**src/sv/bdqs_pkg.sv**
```systemverilog
// Shared types, constants and helpers for the bounded deque with search.
package bdqs_pkg;

  localparam int DEPTH = 16;
  localparam int AW = (DEPTH > 1) ? $clog2(DEPTH) : 1;
  localparam int CW = $clog2(DEPTH + 1);

  localparam int VAL_W = 32;
  localparam int OP_W = 3;
  localparam int STAT_W = 2;
  localparam int POS_W = 4;

  localparam int CQ_DEPTH = 2;
  localparam int CQ_AW = $clog2(CQ_DEPTH);
  localparam int CQ_CW = $clog2(CQ_DEPTH + 1);

  localparam logic [OP_W-1:0] OP_PUSH_BACK  = 3'd0;
  localparam logic [OP_W-1:0] OP_POP_FRONT  = 3'd1;
  localparam logic [OP_W-1:0] OP_PUSH_FRONT = 3'd2;
  localparam logic [OP_W-1:0] OP_POP_BACK   = 3'd3;
  localparam logic [OP_W-1:0] OP_SEARCH     = 3'd4;

  localparam logic [STAT_W-1:0] ST_DONE  = 2'd0;
  localparam logic [STAT_W-1:0] ST_EMPTY = 2'd1;
  localparam logic [STAT_W-1:0] ST_FULL  = 2'd2;

  typedef enum logic [2:0] {
    K_PUSH_BACK,
    K_POP_FRONT,
    K_PUSH_FRONT,
    K_POP_BACK,
    K_SEARCH,
    K_NOP
  } kind_e;

  typedef struct packed {
    kind_e                    kind;
    logic signed [VAL_W-1:0]  value;
  } cmd_t;

  // Ring index a + b, with a < DEPTH and b <= DEPTH.
  function automatic logic [AW-1:0] wrap_add(input logic [AW-1:0] a, input logic [CW-1:0] b);
    logic [CW:0] s;
    s = (CW+1)'(a) + (CW+1)'(b);
    if (s >= (CW+1)'(DEPTH)) begin
      s = s - (CW+1)'(DEPTH);
    end
    return AW'(s);
  endfunction

  function automatic logic [AW-1:0] wrap_dec(input logic [AW-1:0] a);
    logic [AW-1:0] r;
    if (a == '0) begin
      r = AW'(DEPTH - 1);
    end else begin
      r = a - AW'(1);
    end
    return r;
  endfunction

endpackage

```
**src/sv/bdqs_front.sv**
```systemverilog
// Request intake: opcode decode and a short command queue toward the back end.
module bdqs_front
  import bdqs_pkg::*;
(
  input  logic                    clk_i,
  input  logic                    rst_ni,
  input  logic                    start_i,
  input  logic [OP_W-1:0]         opcode_i,
  input  logic signed [VAL_W-1:0] operand_value_i,
  output logic                    busy_o,
  output logic                    cmd_valid_o,
  output cmd_t                    cmd_o,
  input  logic                    cmd_ready_i
);

  cmd_t             q_mem [CQ_DEPTH];
  logic [CQ_AW-1:0] wp_q, wp_d, rp_q, rp_d;
  logic [CQ_CW-1:0] cnt_q, cnt_d;
  logic             push, pop;
  cmd_t             cmd_in;

  always_comb begin
    cmd_in.value = operand_value_i;
    unique case (opcode_i)
      OP_PUSH_BACK:  cmd_in.kind = K_PUSH_BACK;
      OP_POP_FRONT:  cmd_in.kind = K_POP_FRONT;
      OP_PUSH_FRONT: cmd_in.kind = K_PUSH_FRONT;
      OP_POP_BACK:   cmd_in.kind = K_POP_BACK;
      OP_SEARCH:     cmd_in.kind = K_SEARCH;
      default:       cmd_in.kind = K_NOP;
    endcase
  end

  assign busy_o      = (cnt_q == CQ_CW'(CQ_DEPTH));
  assign push        = start_i && !busy_o;
  assign cmd_valid_o = (cnt_q != '0);
  assign pop         = cmd_valid_o && cmd_ready_i;
  assign cmd_o       = q_mem[rp_q];

  always_comb begin
    wp_d  = wp_q;
    rp_d  = rp_q;
    cnt_d = cnt_q;
    if (push) begin
      wp_d = (wp_q == CQ_AW'(CQ_DEPTH - 1)) ? '0 : wp_q + CQ_AW'(1);
    end
    if (pop) begin
      rp_d = (rp_q == CQ_AW'(CQ_DEPTH - 1)) ? '0 : rp_q + CQ_AW'(1);
    end
    if (push && !pop) begin
      cnt_d = cnt_q + CQ_CW'(1);
    end else if (pop && !push) begin
      cnt_d = cnt_q - CQ_CW'(1);
    end
  end

  always_ff @(posedge clk_i or negedge rst_ni) begin
    if (!rst_ni) begin
      wp_q  <= '0;
      rp_q  <= '0;
      cnt_q <= '0;
    end else begin
      wp_q  <= wp_d;
      rp_q  <= rp_d;
      cnt_q <= cnt_d;
    end
  end

  always_ff @(posedge clk_i) begin
    if (push) begin
      q_mem[wp_q] <= cmd_in;
    end
  end

endmodule

```
**src/sv/bdqs_back.sv**
```systemverilog
// Execution engine: ring store, pointers, sequential search and result register.
module bdqs_back
  import bdqs_pkg::*;
(
  input  logic              clk_i,
  input  logic              rst_ni,
  input  logic              cmd_valid_i,
  input  cmd_t              cmd_i,
  output logic              cmd_ready_o,
  output logic              done_o,
  output logic [STAT_W-1:0] status_o,
  output logic              found_o,
  output logic [POS_W-1:0]  found_position_o
);

  localparam logic S_IDLE = 1'b0;
  localparam logic S_SCAN = 1'b1;

  logic signed [VAL_W-1:0] mem [DEPTH];
  logic signed [VAL_W-1:0] rdata_q;
  logic signed [VAL_W-1:0] key_q, key_d;

  logic          state_q, state_d;
  logic [AW-1:0] front_q, front_d;
  logic [CW-1:0] count_q, count_d;
  logic [CW-1:0] rk_q, rk_d;
  logic [AW-1:0] ck_q, ck_d;

  logic          wr_en;
  logic [AW-1:0] wr_addr, rd_addr;

  logic              done_q, done_d;
  logic [STAT_W-1:0] status_q, status_d;
  logic              found_q, found_d;
  logic [AW-1:0]     pos_q, pos_d;
  logic [AW+POS_W-1:0] pos_ext;

  logic full, empty, last;

  assign full  = (count_q == CW'(DEPTH));
  assign empty = (count_q == '0);
  assign last  = (CW'(ck_q) == count_q - CW'(1));
  assign cmd_ready_o = (state_q == S_IDLE);

  always_comb begin
    state_d  = state_q;
    front_d  = front_q;
    count_d  = count_q;
    rk_d     = rk_q;
    ck_d     = ck_q;
    key_d    = key_q;
    wr_en    = 1'b0;
    wr_addr  = front_q;
    rd_addr  = wrap_add(front_q, rk_q);
    done_d   = 1'b0;
    status_d = ST_DONE;
    found_d  = 1'b0;
    pos_d    = '0;
    unique case (state_q)
      S_IDLE: begin
        rd_addr = front_q;
        if (cmd_valid_i) begin
          done_d = 1'b1;
          unique case (cmd_i.kind)
            K_PUSH_BACK: begin
              if (full) begin
                status_d = ST_FULL;
              end else begin
                wr_en   = 1'b1;
                wr_addr = wrap_add(front_q, count_q);
                count_d = count_q + CW'(1);
              end
            end
            K_PUSH_FRONT: begin
              if (full) begin
                status_d = ST_FULL;
              end else begin
                wr_en   = 1'b1;
                wr_addr = wrap_dec(front_q);
                front_d = wrap_dec(front_q);
                count_d = count_q + CW'(1);
              end
            end
            K_POP_FRONT: begin
              if (empty) begin
                status_d = ST_EMPTY;
              end else begin
                front_d = wrap_add(front_q, CW'(1));
                count_d = count_q - CW'(1);
              end
            end
            K_POP_BACK: begin
              if (empty) begin
                status_d = ST_EMPTY;
              end else begin
                count_d = count_q - CW'(1);
              end
            end
            K_SEARCH: begin
              if (!empty) begin
                done_d  = 1'b0;
                key_d   = cmd_i.value;
                rk_d    = CW'(1);
                ck_d    = '0;
                state_d = S_SCAN;
              end
            end
            default: begin
            end
          endcase
        end
      end
      S_SCAN: begin
        if (rdata_q == key_q) begin
          done_d  = 1'b1;
          found_d = 1'b1;
          pos_d   = ck_q;
          state_d = S_IDLE;
        end else if (last) begin
          done_d  = 1'b1;
          state_d = S_IDLE;
        end else begin
          ck_d = AW'(rk_q);
          rk_d = rk_q + CW'(1);
        end
      end
    endcase
  end

  always_ff @(posedge clk_i or negedge rst_ni) begin
    if (!rst_ni) begin
      state_q <= S_IDLE;
      front_q <= '0;
      count_q <= '0;
      rk_q    <= '0;
      ck_q    <= '0;
      done_q  <= 1'b0;
    end else begin
      state_q <= state_d;
      front_q <= front_d;
      count_q <= count_d;
      rk_q    <= rk_d;
      ck_q    <= ck_d;
      done_q  <= done_d;
    end
  end

  always_ff @(posedge clk_i) begin
    key_q    <= key_d;
    status_q <= status_d;
    found_q  <= found_d;
    pos_q    <= pos_d;
  end

  always_ff @(posedge clk_i) begin
    if (wr_en) begin
      mem[wr_addr] <= cmd_i.value;
    end
    rdata_q <= mem[rd_addr];
  end

  assign pos_ext          = {{POS_W{1'b0}}, pos_q};
  assign done_o           = done_q;
  assign status_o         = status_q;
  assign found_o          = found_q;
  assign found_position_o = pos_ext[POS_W-1:0];

endmodule

```
**src/sv/bounded_deque_with_search_top.sv**
```systemverilog
// Top level of the bounded deque with linear search.
// Each request (start_i high while busy_o is low) yields exactly one result, shown for one
// cycle with done_o high; results cannot be held off, so capture them on that strobe.
// Requests enter a two-entry command queue, so up to two may be taken while the engine works.
// Push, pop and unused opcodes are handled by the engine in its idle state, and the result is
// registered after the command queue. A search reads the entry store one entry a cycle through
// its single read port, from the front: it compares at most count entries (at most DEPTH), fewer
// when a match is found early, and ends in the idle state without a scan on an empty queue.
module bounded_deque_with_search_top
  import bdqs_pkg::*;
(
  input  logic                    clk_i,
  input  logic                    rst_ni,
  input  logic                    start_i,
  output logic                    busy_o,
  input  logic [OP_W-1:0]         opcode_i,
  input  logic signed [VAL_W-1:0] operand_value_i,
  output logic                    done_o,
  output logic [STAT_W-1:0]       status_o,
  output logic                    found_o,
  output logic [POS_W-1:0]        found_position_o
);

  logic cmd_valid;
  logic cmd_ready;
  cmd_t cmd;

  bdqs_front u_front (
    .clk_i           (clk_i),
    .rst_ni          (rst_ni),
    .start_i         (start_i),
    .opcode_i        (opcode_i),
    .operand_value_i (operand_value_i),
    .busy_o          (busy_o),
    .cmd_valid_o     (cmd_valid),
    .cmd_o           (cmd),
    .cmd_ready_i     (cmd_ready)
  );

  bdqs_back u_back (
    .clk_i            (clk_i),
    .rst_ni           (rst_ni),
    .cmd_valid_i      (cmd_valid),
    .cmd_i            (cmd),
    .cmd_ready_o      (cmd_ready),
    .done_o           (done_o),
    .status_o         (status_o),
    .found_o          (found_o),
    .found_position_o (found_position_o)
  );

  a_req_queued: assert property (@(posedge clk_i) disable iff (!rst_ni)
    start_i && !busy_o |=> cmd_valid)
    else $error("accepted request did not reach the command queue");

  a_short_cmd_done: assert property (@(posedge clk_i) disable iff (!rst_ni)
    cmd_valid && cmd_ready && (cmd.kind != K_SEARCH) |=> done_o)
    else $error("non-search command produced no result in the next cycle");

  a_found_status: assert property (@(posedge clk_i) disable iff (!rst_ni)
    done_o && found_o |-> status_o == ST_DONE)
    else $error("search hit reported with non-done status");

endmodule
```
**config.mk**
```make
export PLATFORM = sky130hd
export DESIGN_NAME = bounded_deque_with_search_top
export DESIGN_NICKNAME = d
export VERILOG_FILES = /design/src/sv/bdqs_pkg.sv /design/src/sv/bdqs_front.sv /design/src/sv/bdqs_back.sv /design/src/sv/bounded_deque_with_search_top.sv
export SDC_FILE = /design/constraint.sdc
export NUM_CORES = 1
export LEC_CHECK = 0
export ABC_CLOCK_PERIOD_IN_PS = 4200
export BUFFER_PORTS_ARGS = -buffer_cell sky130_fd_sc_hd__clkbuf_2
export CAP_MARGIN = 0
export CORE_ASPECT_RATIO = 1.75
export CORE_MARGIN = 4
export CORE_UTILIZATION = 55
export DETAILED_ROUTE_END_ITERATION = 6
export GPL_TIMING_DRIVEN = 0
export PLACE_DENSITY = 0.74
export SYNTH_ARGS = -nofsm -noshare
export SYNTH_HDL_FRONTEND = slang
export SYNTH_SLANG_ARGS = --single-unit
```
**constraint.sdc**
```tcl
create_clock -name clk_i -period 4.2 [get_ports clk_i]
set_input_delay 0.42 -clock clk_i [delete_from_list [all_inputs] [get_ports clk_i]]
set_output_delay 0.42 -clock clk_i [all_outputs]
set_load 0.1 [all_outputs]
```
# --- After elaboration in Yosys (flattened, before gate mapping) ---
# Memories as Yosys holds them, arrays and structs flattened. A register that Yosys moved wholly into a read port is not among the register bits.
# Cells that the tools add are included.
classes:
  n_reduce_logical: 23
  mux: 56
  n_bitwise: 3
  addsub: 14
  n_eq_ne: 20
  n_lt_le_gt_ge: 3
op_table:
  columns: ["operator", "count"]
  rows:
  - ["$mux 4", 15]
  - ["$mux 5", 7]
  - ["$eq 32x32->1", 1]
  - ["$pmux 4 s2", 3]
  - ["$mux 1", 22]
  - ["$pmux 5 s2", 2]
  - ["$sub 4x1->4 const B", 4]
  - ["$pmux 3 s5", 1]
  - ["$add 4x5->6", 2]
  - ["$eq 3x2->1 const B", 4]
  - ["$ge 6x5->1 const B", 2]
  - ["$ne 2x2->1 const B", 6]
  - ["$add 5x1->5 const B", 2]
  - ["$reduce_and 5->1", 2]
  - ["$reduce_and 4->1", 2]
  - ["$reduce_bool 2->1", 4]
  - ["$eq 3x1->1 const B", 2]
  - ["$eq 3x3->1 const B", 2]
  - ["$logic_not 3->1", 2]
  - ["$mux 2", 3]
  - ["$reduce_or 2->1", 3]
  - ["$add 4x1->5 const B", 1]
  - ["$eq 4x5->1", 1]
  - ["$eq 5x5->1 const B", 1]
  - ["other kinds (15)", 25]
totals:
  ramBits: 582
  elab_cells: 134
  output_inout_bits: 9
  in_bits: 38
  register_bits: 63
  mem_count: 2
memory_table:
  columns: ["memory", "depth", "word_bits", "rd", "rd_ports_with_merged_regs", "wr", "line", "source"]
  rows:
  - ["u_back.mem", 16, 32, 1, 1, 1, "bdqs_back.sv:19", "logic signed [VAL_W-1:0] mem [DEPTH];"]
  - ["u_front.q_mem", 2, 35, 1, 0, 1, "bdqs_front.sv:16", "cmd_t q_mem [CQ_DEPTH];"]

# --- Longest topological paths before layout ---
# Gate-level depths: netlist of the first run.
# An unclocked memory read counts as a cell.
depth:
  word_depth: 8
  ltp_mapped: 11
  mapped_depth_nobuf: 9

# --- Modules after synthesis ---
# From an unflattened synthesis of the first run, not the netlist that was laid out.
unflattened:
  cells_unflattened: 1255
  hier_area_um2: 25929.9
by_module_without_submodules:
  columns: ["module", "area_each_um2", "n_inst", "cells_each", "seq_area_each_um2"]
  rows:
  - ["bdqs_back", 23035.8, 1, 1124, 17591.9]
  - ["bdqs_front", 2894.0, 1, 131, 2202.1]

# --- Worst setup path after synthesis of the first run ---
# Ideal clock, no wire load.
synth_path:
  path_type: "reg-to-reg"
  startpoint: "register u_back.count_q[0]"
  endpoint: "memory u_back.mem[10][0], enable pin"
  arrival_ns: 4.032
  path_stages_with_launch: 10
  required_time_ns: 3.739
  n_path_buf: 1
  setup_time_ns: 0.461
  synth_period_minus_slack_ns: 4.493
  setup_slack_ns: -0.293
  cell_sequence: "dfrtp_1 > inv_1 > ha_1 > nor4bb_4 > buf_6 > nor4_1 > a21oi_1 > nor3_1 > a211oi_2 > nor3_1"
synth_between:
  elab_chain_cells: 7
  word_cells_on_any_way: 16
  cone_classes: "add/sub: 2; order compare: 1; eq/ne: 1; mux: 12"
synth_rtl:
  columns: ["element", "line", "source"]
  rows:
  - ["start, declared", "bdqs_back.sv:25", "logic [CW-1:0] count_q, count_d;"]
  - ["start signal, assigned", "bdqs_back.sv:141", "count_q <= count_d;"]
  - ["$add 4x5->6 / $eq 5x5->1 (equally long branches)", "bdqs_pkg.sv:44, bdqs_back.sv:40", null]
  - ["$ge 6x5->1 (tied with other cells)", "bdqs_pkg.sv:45", "if (s >= (CW+1)'(DEPTH)) begin"]
  - ["$mux 4 / $mux 1 (equally long branches)", null, null]
  - ["$mux 4 / $mux 1 (equally long branches)", "bdqs_back.sv:66, bdqs_back.sv:62", null]
  - ["$pmux 4 s2 / $mux 1 (equally long branches)", "bdqs_back.sv:64, bdqs_back.sv:59", null]
  - ["$mux 4 / $mux 1 (equally long branches)", "bdqs_back.sv:62, bdqs_back.sv:156", null]
  - ["$mux 4 / $mux 1 (equally long branches)", "bdqs_back.sv:59, bdqs_back.sv:157", null]
  - ["end, declared", "bdqs_back.sv:19", null]
# Several ways; a longest one is shown, not always the timed one.

# --- Worst setup path after layout of the first run ---
layout_path:
  startpoint: "register u_back.count_q[0]"
  endpoint: "memory u_back.mem[14][27], enable pin"
# Same word-level chain as after synthesis.

==> summary.txt, run 1 <==
Routing
  • Remaining number of nets flagged by the antenna check after routing: 0
  • Average wire per cell in the routed design: around 28 um
  • First-pass iteration count of the detailed router: 5
  • Via-per-instance ratio: approximately 6.3
  • Detailed Route Iter0 Violations: between 1,000 and 1,500
  • Routed via count: 12,810
  • DRC: 0
  • Total length of routed wires: approximately 57,000 um

Clocking
  • Total of cells resized after clock tree synthesis: 0
  • Buffer type at the clock tree root: sky130_fd_sc_hd__clkbuf_16
  • Clock-pin slew of the registers on the worst-case setup and hold paths: approximately 70 ps
  • Clock tree from TritonCTS: yes
  • H-tree depth: 2
  • Number of clock buffers inserted by TritonCTS: 57
  • Total setup buffers inserted after CTS: 0
  • Clock buffer depth: 3
  • Clk Latency, worst-skew pair: 590 ps
  • Number of sinks handled by clock tree synthesis: between 600 and 700

Critical path
  • Cells traversed along the worst timing path: inv_1 > ha_1 > nor4bb_4 > or4_1 > a21oi_1 > nor3_1 > a211oi_2 > nor2_4 > buf_16
  • Worst-path cell with the longest stage delay: sky130_fd_sc_hd__a211oi_2
  • Crit path required time: around 4500 ps
  • Delay of the slowest cell on the worst path: 1100 ps
  • Setup slack on the worst flop-to-flop path: 260 ps
  • Delay-heaviest family, CP: compound AO/OA/AOI/OAI gates
  • Stages on the worst setup path: 9
  • Kind of end point of the critical path: register
  • CP Buf/Inv Count: 2
  • Critical path peak fanout: 20
  • Critical path class: register to register
  • Worst r2r path cells: 9
  • Startpoint of the worst-slack reg-to-reg timing path: u_back.count_q[0]
  • Startpoint types: register
  • Data arrival time of the critical path: around 4300 ps
  • End of the worst register-to-register path: u_back.mem[14][27]

Yosys
  • Sequential share of the synthesized area: 0.7652
  • Fraction of the mapped netlist area in adder cells: 0.007836
  • Post-synthesis instance area: approximately 26,000 um2
  • Mean Syn Cell Area: 20.50 um2
  • Number of enable-type register cells in the synthesized netlist: about 600
  • Post-Synth Simple-Gate Area: 0.03038
  • Number of flip-flops and latches in the synthesized netlist: approximately 680
  • Portion of synthesized cell area occupied by the leading cell type: 0.7128
  • Async set-or-reset flop fraction in the synthesized netlist: 0.03402
  • Post-synthesis xor/xnor area fraction: 0.01659
  • Yosys top cell by area: sky130_fd_sc_hd__edfxtp_1
  • Largest family of logic cells by synthesized area: multiplexers
  • Yosys warning total: 0
  • Post-Syn Nets: roughly 1,300
  • Cell types occupying the most area after synthesis: sky130_fd_sc_hd__edfxtp_1 (71%), sky130_fd_sc_hd__mux4_2 (11%), sky130_fd_sc_hd__dfxtp_1 (3.0%)
  • Commonest register cell after synthesis: sky130_fd_sc_hd__edfxtp_1
  • Distinct cell type count after synthesis: around 70
  • Compound-gate portion of the synthesized area: 0.03522
  • Cell count after synthesis: 1,262
  • Share of synthesized area spent on multiplexers: 0.1322

Floorplanning
  • Starting density of the core: 0.5584
  • I/O pin count: 47
  • Die boundary width: around 170 um
  • Core Footprint: approximately 46,000 um2
  • Area of the die: slightly above 50,000 um2
  • Placement Rows: approximately 100
  • Height of the die: 294.9 um

STA
  • Unrepaired setup endpoints after global routing: no
  • Final Hold Fails: 0
  • Post-route setup slack: 256.8 ps
  • Post-layout minimum cycle time: between 3000 and 4000 ps
  • Number of pins exceeding their max-slew limit in the final report: 0
  • Sum of negative setup slack: 0 ps
  • Peak Freq: between 200 and 300 MHz
  • Ratio of final minimum period to clock period: 0.9389
  • Final Setup Violations: 0
  • Maximum clock skew at final layout: 15.12 ps
  • Worst hold slack: ~20 ps
  • Slew margin rel.: 0.1013
  • Slew at the pin with the worst max-slew slack: between 1000 and 1500 ps

Finish
  • Area growth, synth to finish: 13.64%
  • Count of antenna diodes in the layout: 0
  • Most common library cell in the layout ignoring fill and taps: sky130_fd_sc_hd__edfxtp_1
  • Leading cell types in the layout, fill and taps excluded: sky130_fd_sc_hd__edfxtp_1 (614), sky130_fd_sc_hd__mux4_2 (128), sky130_fd_sc_hd__a22oi_1 (64), sky130_fd_sc_hd__clkbuf_16 (58), sky130_fd_sc_hd__nand2_1 (57)
  • Final Net Count: ~1,500
  • Non-filler cells in the finished layout: roughly 2,000
  • Share of layout cells above drive strength 1: 0.2656

Worst hold path
  • HP Start: operand_value_i[28]
  • End point of the most critical hold path: u_front.q_mem[0][28]
  • Number of stages on the worst hold path: 1
  • Class of the tightest hold or removal check: input port to register

Pwr
  • Internal cell power: between 15 and 20 mW
  • Power share of the sequential group: 0.390
  • Combinational cell fraction of total power: 0.385
  • Pleak: 9.652 nW
  • Total power after layout: roughly 23 mW
  • Power Dens Cells: 798.8 nW/um2
  • IR drop worst, VDD: around 0.38 mV
  • Clock network fraction of design power: 0.226
  • Sw Pwr: between 8 and 9 mW
  • Switch share: 0.3458

Run
  • Number of maximum-capacitance violations: 0

GRT
  • Antenna violations before repair: 0
  • Leftover overflow at the end of global routing: 0
  • Pin count of the biggest net entering global routing: 27
  • GRT Overall Usage: 0.2280
  • Vias in the first global route: roughly 13,000
  • First-pass GRT wire length: around 85,000 um

Placement
  • Post-detailed-placement half-perimeter wirelength: between 30,000 and 40,000 um
  • Placed cells: approximately 1,900
  • Final estimated routing congestion in global placement: slightly above 0.8
  • Port Buffer Count: 46
  • Worst slack at placement: 255.2 ps

Outcome
  • Result of the run: finished, final reports clean
## final cells by class
| cell class | instances | area [um2] |
|---|---|---|
| Inverter | 13 | 48.80 |
| Buffer | 56 | 274.0 |
| Sequential cell | 676 | 19790 |
| Tap cell | 583 | 729.5 |
| Timing Repair Buffer | 77 | 790.8 |
| Clock buffer | 73 | 1528 |
| Clock inverter | 34 | 349.1 |
| Multi-Input combinational cell | 517 | 5881 |
| Fill cell | 3002 | 16930 |
## cell usage after synthesis, types with 7 or more instances
master / number
sky130_fd_sc_hd__a21oi_1: 11
sky130_fd_sc_hd__nor3_1: 7
sky130_fd_sc_hd__clkbuf_1: 12
sky130_fd_sc_hd__buf_1: 9
sky130_fd_sc_hd__dfxtp_1: 39
sky130_fd_sc_hd__ha_1: 13
sky130_fd_sc_hd__a22oi_1: 64
sky130_fd_sc_hd__nor2_1: 34
sky130_fd_sc_hd__nand2_1: 57
sky130_fd_sc_hd__inv_1: 12
sky130_fd_sc_hd__xor2_1: 8
sky130_fd_sc_hd__edfxtp_1: 614
sky130_fd_sc_hd__mux2i_1: 14
sky130_fd_sc_hd__mux2_2: 34
sky130_fd_sc_hd__mux4_2: 128
sky130_fd_sc_hd__nand4_1: 14
sky130_fd_sc_hd__dfrtp_1: 23
sky130_fd_sc_hd__xnor2_1: 41
sky130_fd_sc_hd__buf_2: 30
sky130_fd_sc_hd__o21ai_0: 8
## how the worst max path moves through the flow
stage                                  from            endpoint
after floorplan           u_back.count_q[0]    u_back.mem[0][0]
after global placement    u_back.count_q[0]   u_back.mem[8][13]
after detailed placement  u_back.count_q[0]  u_back.mem[14][20]
after CTS                 u_back.count_q[0]  u_back.mem[14][27]
after global routing      u_back.count_q[0]  u_back.mem[14][27]
final                     u_back.count_q[0]  u_back.mem[14][27]
## metrics by stage
| stage | area (um2) | util |
|---|---|---|
| final | 29390 | 0.6345 |
| after global routing | 29390 | 0.6345 |
| after CTS | 29390 | 0.6345 |
| after detailed placement | 27420 | 0.5919 |
| after global placement | 26830 | 0.5792 |
| after floorplan | 25870 | - |
## per-layer routing
layer	wire length (um)	global-route usage	vias up
met5	0	0	-
met4	2510	0.08922	0
met1	20010	0.2857	6680
li1	-	-	5426
met3	3304	0.02992	138
met2	30720	0.4031	562
## power groups by stage
stage / clock network [mW] / logic [mW] / registers, mW
after global routing: 5.68 / 9.67 / 9.20
after detailed placement: 0 / 9.05 / 9.29
after global placement: 0 / 8.63 / 9.29
after floorplan: 0 / 6.19 / 9.23
after CTS: 5.37 / 9.11 / 9.15
final: 5.30 / 9.03 / 9.15
## state kept, by name (all words and copies together) (netlist names), 2 cells and up
register                 cells
u_back.mem                 512
u_back.status_o              2
u_back.rk_q                  4
u_front.cnt_q                2
u_front.q_mem               70
u_back.count_q               5
u_back.rdata_q              32
u_back.front_q               4
u_back.ck_q                  4
u_back.found_position_o      4
u_back.key_q                32
## logic make-up (layout without fill, tap and decap cells)
logic type,Yosys count,after routing
AO/OA/AOI/OAI,120,120
XOR/XNOR,49,49
adder cells (fa/ha/maj),15,15
buffers and inverters,69,253
flip-flops,676,676
multiplexers,177,177
AND/OR/NAND/NOR,156,156
## timing repair
| item | CTS | global route |
|---|---|---|
| hold endpoints to repair | 40 | 0 |
| hold buffers | 10 | 0 |
| endpoints found under the setup margin | 0 | 0 |
No activity file was read; power rests on OpenSTA's default activity.
==> run 2: changes to the inputs <==
- ABC_CLOCK_PERIOD_IN_PS: 4200 -> 4300
- PLACE_DENSITY: 0.74 -> 0.71
- clock period: 4.2 -> 4.3 ns (I/O delays scaled with it)
==> run 2 against run 1 <==
- critical endpoint is now u_back.mem[10][23]
- first-iteration DRC count down 9.2%
- hold slack improved by 7.4 ps
- sequential share of layout area increased by 0.10 points
- largest cell class unchanged
- count of clock-buffer cells in the layout rose by 9
- via count down 1.6%
- non-clock buffer count down 5
==> summary.txt, run 2 (synthesis gave the netlist of run 1 again) <==
STA
  • Ratio of final minimum period to clock period: 0.9232
  • Sum of negative setup slack: 0 ps
  • Peak Freq: 251.9 MHz
  • Maximum clock skew at final layout: ~14 ps
  • Post-layout minimum cycle time: about 4000 ps
  • Slew at the pin with the worst max-slew slack: between 1000 and 1500 ps
  • Number of pins exceeding their max-slew limit in the final report: 0
  • Unrepaired setup endpoints after global routing: no
  • Slew margin rel.: 0.06609
  • Final Hold Fails: 0
  • Final Setup Violations: 0

GRT
  • Antenna violations before repair: 0
  • Pin count of the biggest net entering global routing: 24
  • GRT Overall Usage: 0.2272
  • Leftover overflow at the end of global routing: 0
  • First-pass GRT wire length: ~84,000 um
  • Vias in the first global route: around 13,000

Pwr
  • Power Dens Cells: 778.6 nW/um2
  • Power share of the sequential group: 0.391
  • Switch share: 0.3418
  • Total power after layout: approximately 23 mW
  • Combinational cell fraction of total power: 0.382
  • IR drop worst, VDD: ~0.43 mV
  • Internal cell power: between 15 and 20 mW
  • Sw Pwr: around 7.8 mW
  • Clock network fraction of design power: 0.227
  • Pleak: 9.647 nW

Finish
  • Layout filler cell count: roughly 3,100
  • Most common library cell in the layout ignoring fill and taps: sky130_fd_sc_hd__edfxtp_1
  • Leading cell types in the layout, fill and taps excluded: sky130_fd_sc_hd__edfxtp_1 (614), sky130_fd_sc_hd__mux4_2 (128), sky130_fd_sc_hd__a22oi_1 (64), sky130_fd_sc_hd__clkbuf_16 (59), sky130_fd_sc_hd__nand2_1 (57)
  • Non-filler cells in the finished layout: around 2,000
  • Area growth, synth to finish: 13.47%
  • Reg with most FFs: u_back.mem
  • Count of antenna diodes in the layout: 0
  • Share of layout cells above drive strength 1: 0.2642
  • Flip-flop count of the largest register, all copies and words added: approximately 510
  • Post-route core utilization: 0.6336
  • Final Net Count: about 1,400
  • Top Registers: u_back.mem: 512 flops, u_front.q_mem: 70 flops

Clocking
  • Clock tree from TritonCTS: yes
  • Clock-pin slew of the registers on the worst-case setup and hold paths: about 60 ps
  • Clock buffer depth: 3
  • Clk Latency, worst-skew pair: just under 600 ps
  • Number of sinks handled by clock tree synthesis: around 680
  • H-tree depth: 2
  • Number of clock buffers inserted by TritonCTS: 58
  • Buffer type at the clock tree root: sky130_fd_sc_hd__clkbuf_16

Critical path
  • Delay of the slowest cell on the worst path: about 1100 ps
  • Crit path required time: about 4600 ps
  • Kind of end point of the critical path: register
  • End of the worst register-to-register path: u_back.mem[10][23]
  • Cells traversed along the worst timing path: inv_1 > ha_1 > nor4bb_4 > or4_1 > a21oi_1 > nor3_1 > a211oi_2 > nor3_4 > buf_16 > buf_16
  • Critical path peak fanout: 12
  • Critical path class: register to register
  • Data arrival time of the critical path: 4310 ps
  • Startpoint of the worst-slack reg-to-reg timing path: u_back.count_q[0]
  • CP most frequent cell: sky130_fd_sc_hd__buf_16
  • Worst r2r path cells: 10
  • Setup slack on the worst flop-to-flop path: 330 ps
  • Worst-path cell with the longest stage delay: sky130_fd_sc_hd__a211oi_2
  • Startpoint types: register
  • Last element of the critical path: u_back.mem[10][23]
  • Launching element of the worst setup path: u_back.count_q[0]

Routing
  • Routed via count: about 13,000
  • Total length of routed wires: roughly 56,000 um
  • Average wire per cell in the routed design: about 28 um
  • Detailed Route Iter0 Violations: 1,109
  • DRC: 0
  • First-pass iteration count of the detailed router: 5
  • Remaining number of nets flagged by the antenna check after routing: 0
  • Via-per-instance ratio: a little over 6

Worst hold path
  • Number of stages on the worst hold path: 1
  • HP Start: operand_value_i[16]
  • Class of the tightest hold or removal check: input port to register

Floorplanning
  • Starting density of the core: 0.5584
  • Placement Rows: 104
  • Die boundary width: 171.9 um
  • Height of the die: between 200 and 300 um
  • I/O pin count: 47
  • Core Footprint: roughly 46,000 um2
  • Area of the die: ~51,000 um2

Placement
  • Placed cells: 1,913
  • Final estimated routing congestion in global placement: between 0.8 and 0.9
  • Port Buffer Count: 46
  • Post-detailed-placement half-perimeter wirelength: between 30,000 and 40,000 um

Outcome
  • Result of the run: finished, final reports clean

Run
  • Number of maximum-capacitance violations: 0
[run 2: worst min path at each step]
stage                                 endpoint  slack, ps
after CTS                  u_front.q_mem[1][8]        0.1
after global routing      u_front.q_mem[1][21]          8
after global placement            u_front.rp_q        470
after floorplan                 u_back.ck_q[0]        130
final                     u_front.q_mem[0][16]         30
after detailed placement          u_front.rp_q        480
[run 2: layer usage]
metal / vias to the layer above / GRT usage / wire (um)
li1: 5421 / - / -
met1: 6637 / 0.2802 / 20340
met2: 415 / 0.4112 / 31030
met3: 132 / 0.02469 / 2578
met4: 0 / 0.08634 / 2233
met5: - / 0 / 0
[run 2: final cells by class]
| class | instances | area [um2] | area share |
|---|---|---|---|
| Inverter | 13 | 48.80 | 0.001663 |
| Clock inverter | 26 | 294.0 | 0.01002 |
| Timing Repair Buffer | 72 | 745.7 | 0.02541 |
| Tap cell | 583 | 729.5 | 0.02485 |
| Clock buffer | 82 | 1583 | 0.05393 |
| Buffer | 56 | 274.0 | 0.009336 |
| Multi-Input combinational cell | 517 | 5881 | 0.2004 |
| Sequential cell | 676 | 19790 | 0.6744 |
[run 2: through the flow]
step	area, um2	worst slack, ps	hold slack (ps)
floorplan	25870	533.6	134.4
CTS	29350	310.7	0.1402
global route	29350	120.0	8.431
detailed placement	27430	360.2	475.6
finish	29350	330.4	27.44
global placement	26830	-1371	467.6
[run 2: timing repair]
action                                 4_1_cts  5_1_grt
endpoints found under the hold margin       29        0
hold buffers                                 4        0
setup buffers                                0        0
gates resized for setup                      0        0
[run 2: power groups by stage]
| stage | combinational, mW | sequential, mW | clock (mW) |
|---|---|---|---|
| detailed placement | 8.87 | 9.07 | 0 |
| global placement | 8.52 | 9.08 | 0 |
| finish | 8.74 | 8.93 | 5.18 |
| global route | 9.42 | 8.99 | 5.57 |
| CTS | 8.90 | 8.93 | 5.28 |
| floorplan | 6.05 | 9.02 | 0 |
[run 2: critical path: cells and delay by family (launching register included)]
kind | cells | cell delay (ps)
and+or+nand+nor | 4 | 1020
DFF | 1 | 520
adders and majority gates | 1 | 240
AOI/OAI and AO/OA | 2 | 1380
buffers and inverters | 3 | 540
